<file path="config.mk">
export PLATFORM = sky130hd
export DESIGN_NAME = modular_exponentiation
export DESIGN_NICKNAME = d
export VERILOG_FILES = /design/src/mdexp_pkg.sv /design/src/mdexp_mulmod.sv /design/src/modular_exponentiation.sv
export VERILOG_INCLUDE_DIRS = /design/src /design/src/src
export SDC_FILE = /design/constraint.sdc
export NUM_CORES = 1
export LEC_CHECK = 0
export ABC_AREA = 1
export BUFFER_PORTS_ARGS = -buffer_cell sky130_fd_sc_hd__buf_2
export CORE_MARGIN = 5
export CORE_UTILIZATION = 60
export CTS_BUF_LIST = sky130_fd_sc_hd__clkbuf_16
export CTS_CLUSTER_DIAMETER = 100
export CTS_CLUSTER_SIZE = 16
export DETAILED_ROUTE_END_ITERATION = 6
export PLACE_DENSITY = 0.79
export SLEW_MARGIN = 30
export SYNTH_ARGS = -nofsm -noshare
export SYNTH_HDL_FRONTEND = slang
export SYNTH_SLANG_ARGS = --single-unit
</file>
<file path="constraint.sdc">
create_clock -name i_clk -period 5.9 [get_ports i_clk]
set_input_delay 1.77 -clock i_clk [delete_from_list [all_inputs] [get_ports i_clk]]
set_output_delay 1.77 -clock i_clk [all_outputs]
set_load 0.005 [all_outputs]
</file>
<file path="src/assert_macros.svh">
// Assertion helpers shared by the RTL
`ifndef ASSERT_MACROS_SVH
`define ASSERT_MACROS_SVH

// ante true at an edge requires cons true at the same edge
`define ASSERT_IMPLIES(label, clk, rst_n, ante, cons) \
    label: assert property (@(posedge clk) disable iff (!rst_n) (ante) |-> (cons)) \
        else $error("implication check failed");

// expr must never be true
`define ASSERT_NEVER(label, clk, rst_n, expr) \
    label: assert property (@(posedge clk) disable iff (!rst_n) !(expr)) \
        else $error("forbidden condition seen");

`endif

</file>
<file path="src/mdexp_pkg.sv">
package mdexp_pkg;

    localparam int FIELD_W       = 32;
    localparam int MAX_WIDTH     = 64;
    localparam int DEFAULT_WIDTH = 32;

    // status of the shared modular multiplier
    typedef struct packed {
        logic busy;
        logic done;
    } t_mm_status;

endpackage

</file>
<file path="src/mdexp_mulmod.sv">
// Bit-serial interleaved modular multiplier: acc = x * y mod m.
// One multiplier bit per cycle, MSB first: acc = 2*acc mod m, then + x mod m if the bit is set.
// Needs x < m; y may be any value (x = 1 gives y mod m).
module mdexp_mulmod #(
    parameter int WIDTH = mdexp_pkg::DEFAULT_WIDTH
) (
    input  logic                   i_clk,
    input  logic                   i_rst_n,
    input  logic                   i_start,
    input  logic [WIDTH-1:0]       i_x,
    input  logic [WIDTH-1:0]       i_y,
    input  logic [WIDTH-1:0]       i_m,
    output logic [WIDTH-1:0]       o_acc,
    output mdexp_pkg::t_mm_status  o_status
);

    localparam int CNT_W = (WIDTH > 1) ? $clog2(WIDTH) : 1;

    logic [WIDTH-1:0] r_acc;
    logic [WIDTH-1:0] r_x;
    logic [WIDTH-1:0] r_y;
    logic [WIDTH-1:0] r_m;
    logic [CNT_W-1:0] r_cnt;
    logic             r_busy;
    logic             r_done;

    logic [WIDTH:0]   w_dbl;
    logic [WIDTH:0]   w_dbl_red;
    logic [WIDTH:0]   w_sum;
    logic [WIDTH:0]   w_m_ext;
    logic [WIDTH-1:0] w_addend;
    logic [WIDTH-1:0] n_acc;

    always_comb begin
        w_m_ext   = {1'b0, r_m};
        w_dbl     = {r_acc, 1'b0};
        w_dbl_red = (w_dbl >= w_m_ext) ? (w_dbl - w_m_ext) : w_dbl;
        w_addend  = r_y[WIDTH-1] ? r_x : '0;
        w_sum     = w_dbl_red + {1'b0, w_addend};
        if (w_sum >= w_m_ext) begin
            n_acc = WIDTH'(w_sum - w_m_ext);
        end else begin
            n_acc = w_sum[WIDTH-1:0];
        end
    end

    always_ff @(posedge i_clk) begin
        if (!i_rst_n) begin
            r_busy <= 1'b0;
            r_done <= 1'b0;
            r_cnt  <= '0;
        end else begin
            r_done <= 1'b0;
            if (i_start) begin
                r_busy <= 1'b1;
                r_cnt  <= CNT_W'(WIDTH - 1);
            end else if (r_busy) begin
                r_cnt <= r_cnt - 1'b1;
                if (r_cnt == '0) begin
                    r_busy <= 1'b0;
                    r_done <= 1'b1;
                end
            end
        end
    end

    always_ff @(posedge i_clk) begin
        if (i_start) begin
            r_acc <= '0;
            r_x   <= i_x;
            r_y   <= i_y;
            r_m   <= i_m;
        end else if (r_busy) begin
            r_acc <= n_acc;
            r_y   <= {r_y[WIDTH-2:0], 1'b0};
        end
    end

    assign o_acc           = r_acc;
    assign o_status.busy   = r_busy;
    assign o_status.done   = r_done;

endmodule

</file>
<file path="src/modular_exponentiation.sv">
// Modular exponentiation, square and multiply over one shared bit-serial modmul unit.
// Each modmul is a bit-serial pass; after accept the base is reduced mod m, then each of the WIDTH
// exponent bits, MSB first, takes a square and, when set, a multiply; S_FINISH waits on output stalls;
// zero modulus or zero exponent skips the multiplier. Input ready returns as output valid rises.
// One transaction at a time: input ready only while the sequencer is idle.
// Reset (synchronous, active low) clears the sequencer, the multiplier and output valid.
module modular_exponentiation #(
    parameter int WIDTH = mdexp_pkg::DEFAULT_WIDTH
) (
    input  logic        i_clk,
    input  logic        i_rst_n,
    input  logic        i_s_axis_tvalid,
    output logic        o_s_axis_tready,
    input  logic [95:0] i_s_axis_tdata,  // base_value, exponent_value, modulus_value
    output logic        o_m_axis_tvalid,
    input  logic        i_m_axis_tready,
    output logic [31:0] o_m_axis_tdata,  // power_result
    output logic [0:0]  o_m_axis_tuser   // zero_modulus_error
);

    `include "assert_macros.svh"

    localparam int CNT_W = (WIDTH > 1) ? $clog2(WIDTH) : 1;
    localparam int FW    = mdexp_pkg::FIELD_W;
    localparam int MW    = mdexp_pkg::MAX_WIDTH;

    typedef enum logic [2:0] {
        S_IDLE,
        S_RED_WAIT,
        S_SQ_GO,
        S_SQ_WAIT,
        S_MUL_GO,
        S_MUL_WAIT,
        S_FINISH
    } t_state;

    t_state           r_state;
    logic [WIDTH-1:0] r_acc;
    logic [WIDTH-1:0] r_b;
    logic [WIDTH-1:0] r_mod;
    logic [WIDTH-1:0] r_exp;
    logic [CNT_W-1:0] r_bitcnt;
    logic             r_err;
    logic             r_o_valid;
    logic [FW-1:0]    r_o_data;
    logic             r_o_err;

    logic [WIDTH-1:0] w_base_in;
    logic [WIDTH-1:0] w_exp_in;
    logic [WIDTH-1:0] w_mod_in;
    logic [WIDTH-1:0] w_one_mod;
    logic             w_accept;
    logic             w_trivial;
    logic             w_mm_wait;

    logic             w_mm_start;
    logic [WIDTH-1:0] w_mm_x;
    logic [WIDTH-1:0] w_mm_y;
    logic [WIDTH-1:0] w_mm_m;
    logic [WIDTH-1:0] w_mm_acc;
    mdexp_pkg::t_mm_status w_mm_sts;

    logic [MW-1:0]    w_res_ext;

    // operands masked to WIDTH bits
    assign w_base_in = WIDTH'(MW'(i_s_axis_tdata[FW-1:0]));
    assign w_exp_in  = WIDTH'(MW'(i_s_axis_tdata[2*FW-1:FW]));
    assign w_mod_in  = WIDTH'(MW'(i_s_axis_tdata[3*FW-1:2*FW]));
    assign w_one_mod = (w_mod_in == WIDTH'(1)) ? '0 : WIDTH'(1);

    assign o_s_axis_tready = (r_state == S_IDLE);
    assign w_accept        = i_s_axis_tvalid && o_s_axis_tready;
    assign w_trivial       = (w_mod_in == '0) || (w_exp_in == '0);
    assign w_mm_wait       = (r_state == S_RED_WAIT) || (r_state == S_SQ_WAIT) ||
                             (r_state == S_MUL_WAIT);

    always_comb begin
        w_mm_start = 1'b0;
        w_mm_x     = r_acc;
        w_mm_y     = r_acc;
        w_mm_m     = r_mod;
        unique case (r_state)
            S_IDLE: begin
                // base mod m, computed as 1 * base
                w_mm_start = w_accept && !w_trivial;
                w_mm_x     = w_one_mod;
                w_mm_y     = w_base_in;
                w_mm_m     = w_mod_in;
            end
            S_SQ_GO: begin
                w_mm_start = 1'b1;
            end
            S_MUL_GO: begin
                w_mm_start = 1'b1;
                w_mm_x     = r_b;
            end
            default: begin
                w_mm_start = 1'b0;
            end
        endcase
    end

    mdexp_mulmod #(
        .WIDTH (WIDTH)
    ) u_mulmod (
        .i_clk    (i_clk),
        .i_rst_n  (i_rst_n),
        .i_start  (w_mm_start),
        .i_x      (w_mm_x),
        .i_y      (w_mm_y),
        .i_m      (w_mm_m),
        .o_acc    (w_mm_acc),
        .o_status (w_mm_sts)
    );

    assign w_res_ext = MW'(r_acc);

    always_ff @(posedge i_clk) begin
        if (!i_rst_n) begin
            r_state   <= S_IDLE;
            r_o_valid <= 1'b0;
        end else begin
            // S_FINISH reloads the output register itself
            if (r_o_valid && i_m_axis_tready && (r_state != S_FINISH)) begin
                r_o_valid <= 1'b0;
            end
            unique case (r_state)
                S_IDLE: begin
                    if (w_accept) begin
                        r_mod    <= w_mod_in;
                        r_exp    <= w_exp_in;
                        r_bitcnt <= CNT_W'(WIDTH - 1);
                        r_err    <= (w_mod_in == '0);
                        if (w_mod_in == '0) begin
                            r_acc   <= '0;
                            r_state <= S_FINISH;
                        end else if (w_exp_in == '0) begin
                            r_acc   <= WIDTH'(1);
                            r_state <= S_FINISH;
                        end else begin
                            r_acc   <= w_one_mod;
                            r_state <= S_RED_WAIT;
                        end
                    end
                end
                S_RED_WAIT: begin
                    if (w_mm_sts.done) begin
                        r_b     <= w_mm_acc;
                        r_state <= S_SQ_GO;
                    end
                end
                S_SQ_GO: begin
                    r_state <= S_SQ_WAIT;
                end
                S_SQ_WAIT: begin
                    if (w_mm_sts.done) begin
                        r_acc <= w_mm_acc;
                        if (r_exp[WIDTH-1]) begin
                            r_state <= S_MUL_GO;
                        end else if (r_bitcnt == '0) begin
                            r_state <= S_FINISH;
                        end else begin
                            r_bitcnt <= r_bitcnt - 1'b1;
                            r_exp    <= {r_exp[WIDTH-2:0], 1'b0};
                            r_state  <= S_SQ_GO;
                        end
                    end
                end
                S_MUL_GO: begin
                    r_state <= S_MUL_WAIT;
                end
                S_MUL_WAIT: begin
                    if (w_mm_sts.done) begin
                        r_acc <= w_mm_acc;
                        if (r_bitcnt == '0) begin
                            r_state <= S_FINISH;
                        end else begin
                            r_bitcnt <= r_bitcnt - 1'b1;
                            r_exp    <= {r_exp[WIDTH-2:0], 1'b0};
                            r_state  <= S_SQ_GO;
                        end
                    end
                end
                S_FINISH: begin
                    // wait for the output register to free up
                    if (!r_o_valid || i_m_axis_tready) begin
                        r_o_valid <= 1'b1;
                        r_o_data  <= w_res_ext[FW-1:0];
                        r_o_err   <= r_err;
                        r_state   <= S_IDLE;
                    end
                end
                default: begin
                    r_state <= S_IDLE;
                end
            endcase
        end
    end

    assign o_m_axis_tvalid = r_o_valid;
    assign o_m_axis_tdata  = r_o_data;
    assign o_m_axis_tuser  = r_o_err;

    `ASSERT_NEVER(a_no_restart, i_clk, i_rst_n, w_mm_start && w_mm_sts.busy)
    `ASSERT_IMPLIES(a_done_in_wait, i_clk, i_rst_n, w_mm_sts.done, w_mm_wait)
    `ASSERT_IMPLIES(a_err_zero, i_clk, i_rst_n, o_m_axis_tvalid && o_m_axis_tuser[0], o_m_axis_tdata == '0)

endmodule
</file>
==> results.md <==
* Critical Path Sink Type: register
* Syn Inst Count at 2367
* EDFF count, synth at 263
* Pre-CTS setup slack at 0.00646 ns
* DR WL met2 at 26.3 mm
* DIE AREA at 35500 sq um
* Starting Density at 60.7%
* Critical-path top delay cell: fa_1
* Dpl cell area at 21000 sq um
* Layout Nets at 2791
* First-pass GRT wire length at 88.2 mm
* Critical path class: reg2reg
* Final antenna-violating net count at 0
* Final period utilization at 95.7%
* Synthesized area at 19100 sq um
* Layout Skew at 0.0274 ns
* Port Buffer Count at 134
* Number of I/O pins at 135
* Crit path time final at 5.65 ns
* Core area at 31500 sq um
* RR Endpoint: u_mulmod.o_acc[14]$_SDFFE_PP0P_
* Cell variety after synth at 48
* Post-synthesis sequential area ratio at 45.8%
* Yosys reg bits at 306
* Num CTS Buffers at 23
* Met3 routed WL at 5.62 mm
* Outcome: finished, final reports clean
* Final HPWL DP at 44.4 mm
* Fillers at 2466
* Area Overhead vs Synth at 18.5%
* Routed WL per cell at 19.4 microns
* Synth Net Count at 2569
* Min-delay src: r_err$_DFFE_PP_
* Warnings, synthesis at 0
* Iteration-0 DRC Markers at 1714
* Clk Latency, worst-skew pair at 0.56 ns
* Hold WS at 0.433 ns
* Worst R2R Path Depth at 34
* CTS tree: done
* CP Launch Type: register
* Die height at 189 microns
* Synth Flop Type: edfxtp_1
* Slew @ Worst Pin at 0.963 ns
* Max-cap check violation count at 0
* Chip Width at 189 microns
* GRT Overall Usage at 31.2%
* Slowest Stage Delay on Critical Path at 0.44 ns
* Final wirelength at 58.4 mm
* CTS max path bufs at 3
* Worst Path Max Fanout at 8
* Max layer used: met4
* Num Clock Sinks at 306
* H-tree depth at 1
* Setup violators final at 0
* Crit path arrival time at 6.14 ns
* Number of global-route vias before repair at 16.5k
* DRC at 0
* Commonest non-fill, non-tap cell in the layout: nand2_1
* Setup ws final at 0.251 ns
* Async S/R FF share, synth at 0%
* RR Startpoint: u_mulmod.r_m[1]$_DFFE_PP_
* Syn_area_per_cell at 8.08 sq um
* Initial antenna violation count at 1
* Max-slew violation count at 0
* Max Fclk at 177 MHz
* CP dominant cell by count: nand2_1
* Post-CTS Hold Buffers at 0
* Largest net degree at the start of global routing at 128
* Hold-critical path depth at 0
* Total gr overflow at 0
* Multi-input gate area at 9550 sq um
* Gp weighted congestion at 1.05
* Vias at 17.4k
* Storage cell area at 8760 sq um
* Share of cells above drive strength 1 at 18.5%
* Endpoints failing hold at 0
* Final setup TNS at 0 ns
* First drt pass iteration count at 6
* Met1 Wirelength at 24.4 mm
* CTS root buffer: clkbuf_16
* Vias/cell at 5.77
* Hold Path End: o_m_axis_tuser$_DFFE_PP_
* Reg-to-reg slack, setup at 0.25 ns
* CP required at 6.39 ns
* HP Class: reg2reg
* Most frequent cells in the layout: 621 x nand2_1, 346 x inv_1, 263 x edfxtp_1
* Max_slew headroom at 35.7%
* Clk pin slew, worst setup/hold paths at 0.09 ns
* Inserted Diodes at 0
* FP Rows at 65
* Final Instance Area at 22700 sq um
-- kinds of logic (layout without fill, tap and decap cells) --
group,Yosys count,count (layout),synth area share [%]
AO/OA/AOI/OAI,370,370,11.2
adder cells (fa/ha/maj),102,102,6.79
buffers and inverters,422,661,8.66
flip-flops,306,306,45.8
XOR/XNOR,80,80,3.66
AND/OR/NAND/NOR,1087,1087,23.9
-- per-layer routing --
metal,up-vias,GRT usage [%]
met1,8103,44.5
met5,-,0
met4,0,9.36
met2,825,49.5
met3,124,5.11
li1,8318,-
-- how the worst max path moves through the flow --
stage	cells after the start	endpoint	startpoint	slack, ns
floorplan	6	r_exp[0]$_DFFE_PP_	i_rst_n	0.67
global placement	35	u_mulmod.o_acc[27]$_SDFFE_PP0P_	u_mulmod.r_m[29]$_DFFE_PP_	0.03
detailed placement	39	u_mulmod.o_acc[18]$_SDFFE_PP0P_	u_mulmod.r_m[31]$_DFFE_PP_	0.006
CTS	34	u_mulmod.o_acc[22]$_SDFFE_PP0P_	u_mulmod.r_m[10]$_DFFE_PP_	0.03
global route	38	u_mulmod.o_acc[22]$_SDFFE_PP0P_	u_mulmod.r_m[1]$_DFFE_PP_	-0.07
finish	34	u_mulmod.o_acc[14]$_SDFFE_PP0P_	u_mulmod.r_m[1]$_DFFE_PP_	0.25
-- worst max-delay path: cells and delay by family, from the launching register on --
| kind | cells | cell delay [ns] |
|---|---|---|
| DFF | 1 | 0.43 |
| buffers and inverters | 6 | 0.86 |
| adders and majority gates | 3 | 1.13 |
| xor gates and xnor gates | 2 | 0.35 |
| and+or+nand+nor | 17 | 1.83 |
| AOI/OAI and AO/OA | 6 | 0.96 |
-- Yosys cell counts (18+ instances only) --
cell,n,share of area [%]
a21oi_1,127,3.3
a22o_1,30,1.4
a31oi_1,36,1.2
buf_2,18,0.47
clkbuf_1,46,0.90
dfxtp_1,43,4.5
edfxtp_1,263,41
ha_1,99,6.5
inv_1,341,6.7
nand2_1,643,13
nand3_1,123,3.2
nand4_1,44,1.4
nor2_1,201,3.9
o21ai_0,130,3.4
xnor2_1,31,1.4
xor2_1,49,2.2
-- layout make-up --
| cell class | instances | area share, % |
|---|---|---|
| inverter | 348 | 5.77 |
| tap | 402 | 2.22 |
| clock buffer | 23 | 2.54 |
| sequential | 306 | 38.7 |
| timing repair buffer | 271 | 8.12 |
| clock inverter | 19 | 0.530 |
| multi-input combinational | 1639 | 42.1 |
-- metrics by stage --
step / util [%] / instances
6_report: 72.0 / 3008
5_1_grt: 72.0 / 3008
4_1_cts: 69.0 / 2995
3_5_place_dp: 66.7 / 2953
3_3_place_gp: 66.7 / 2953
2_1_floorplan: - / 2367
-- flip-flops by register name, indices dropped and copies added, names as in the netlist, 3 cells and up --
signal,cells
o_m_axis_tdata,32
r_acc,32
r_b,32
r_bitcnt,5
r_exp,32
r_mod,32
r_state,3
u_mulmod.o_acc,32
u_mulmod.r_cnt,5
u_mulmod.r_m,32
u_mulmod.r_x,32
u_mulmod.r_y,32
-- what timing repair did --
action	4_1_cts	5_1_grt
pin swaps	0	16
setup endpoints to repair	1	32
gates cloned	0	2
hold endpoints to repair	0	0
buffers inserted	0	10
resized for setup	1	168
Power is left out: the tool's default activity adds up to more than one toggle a clock period on the data nets, which glitch-free logic cannot reach.
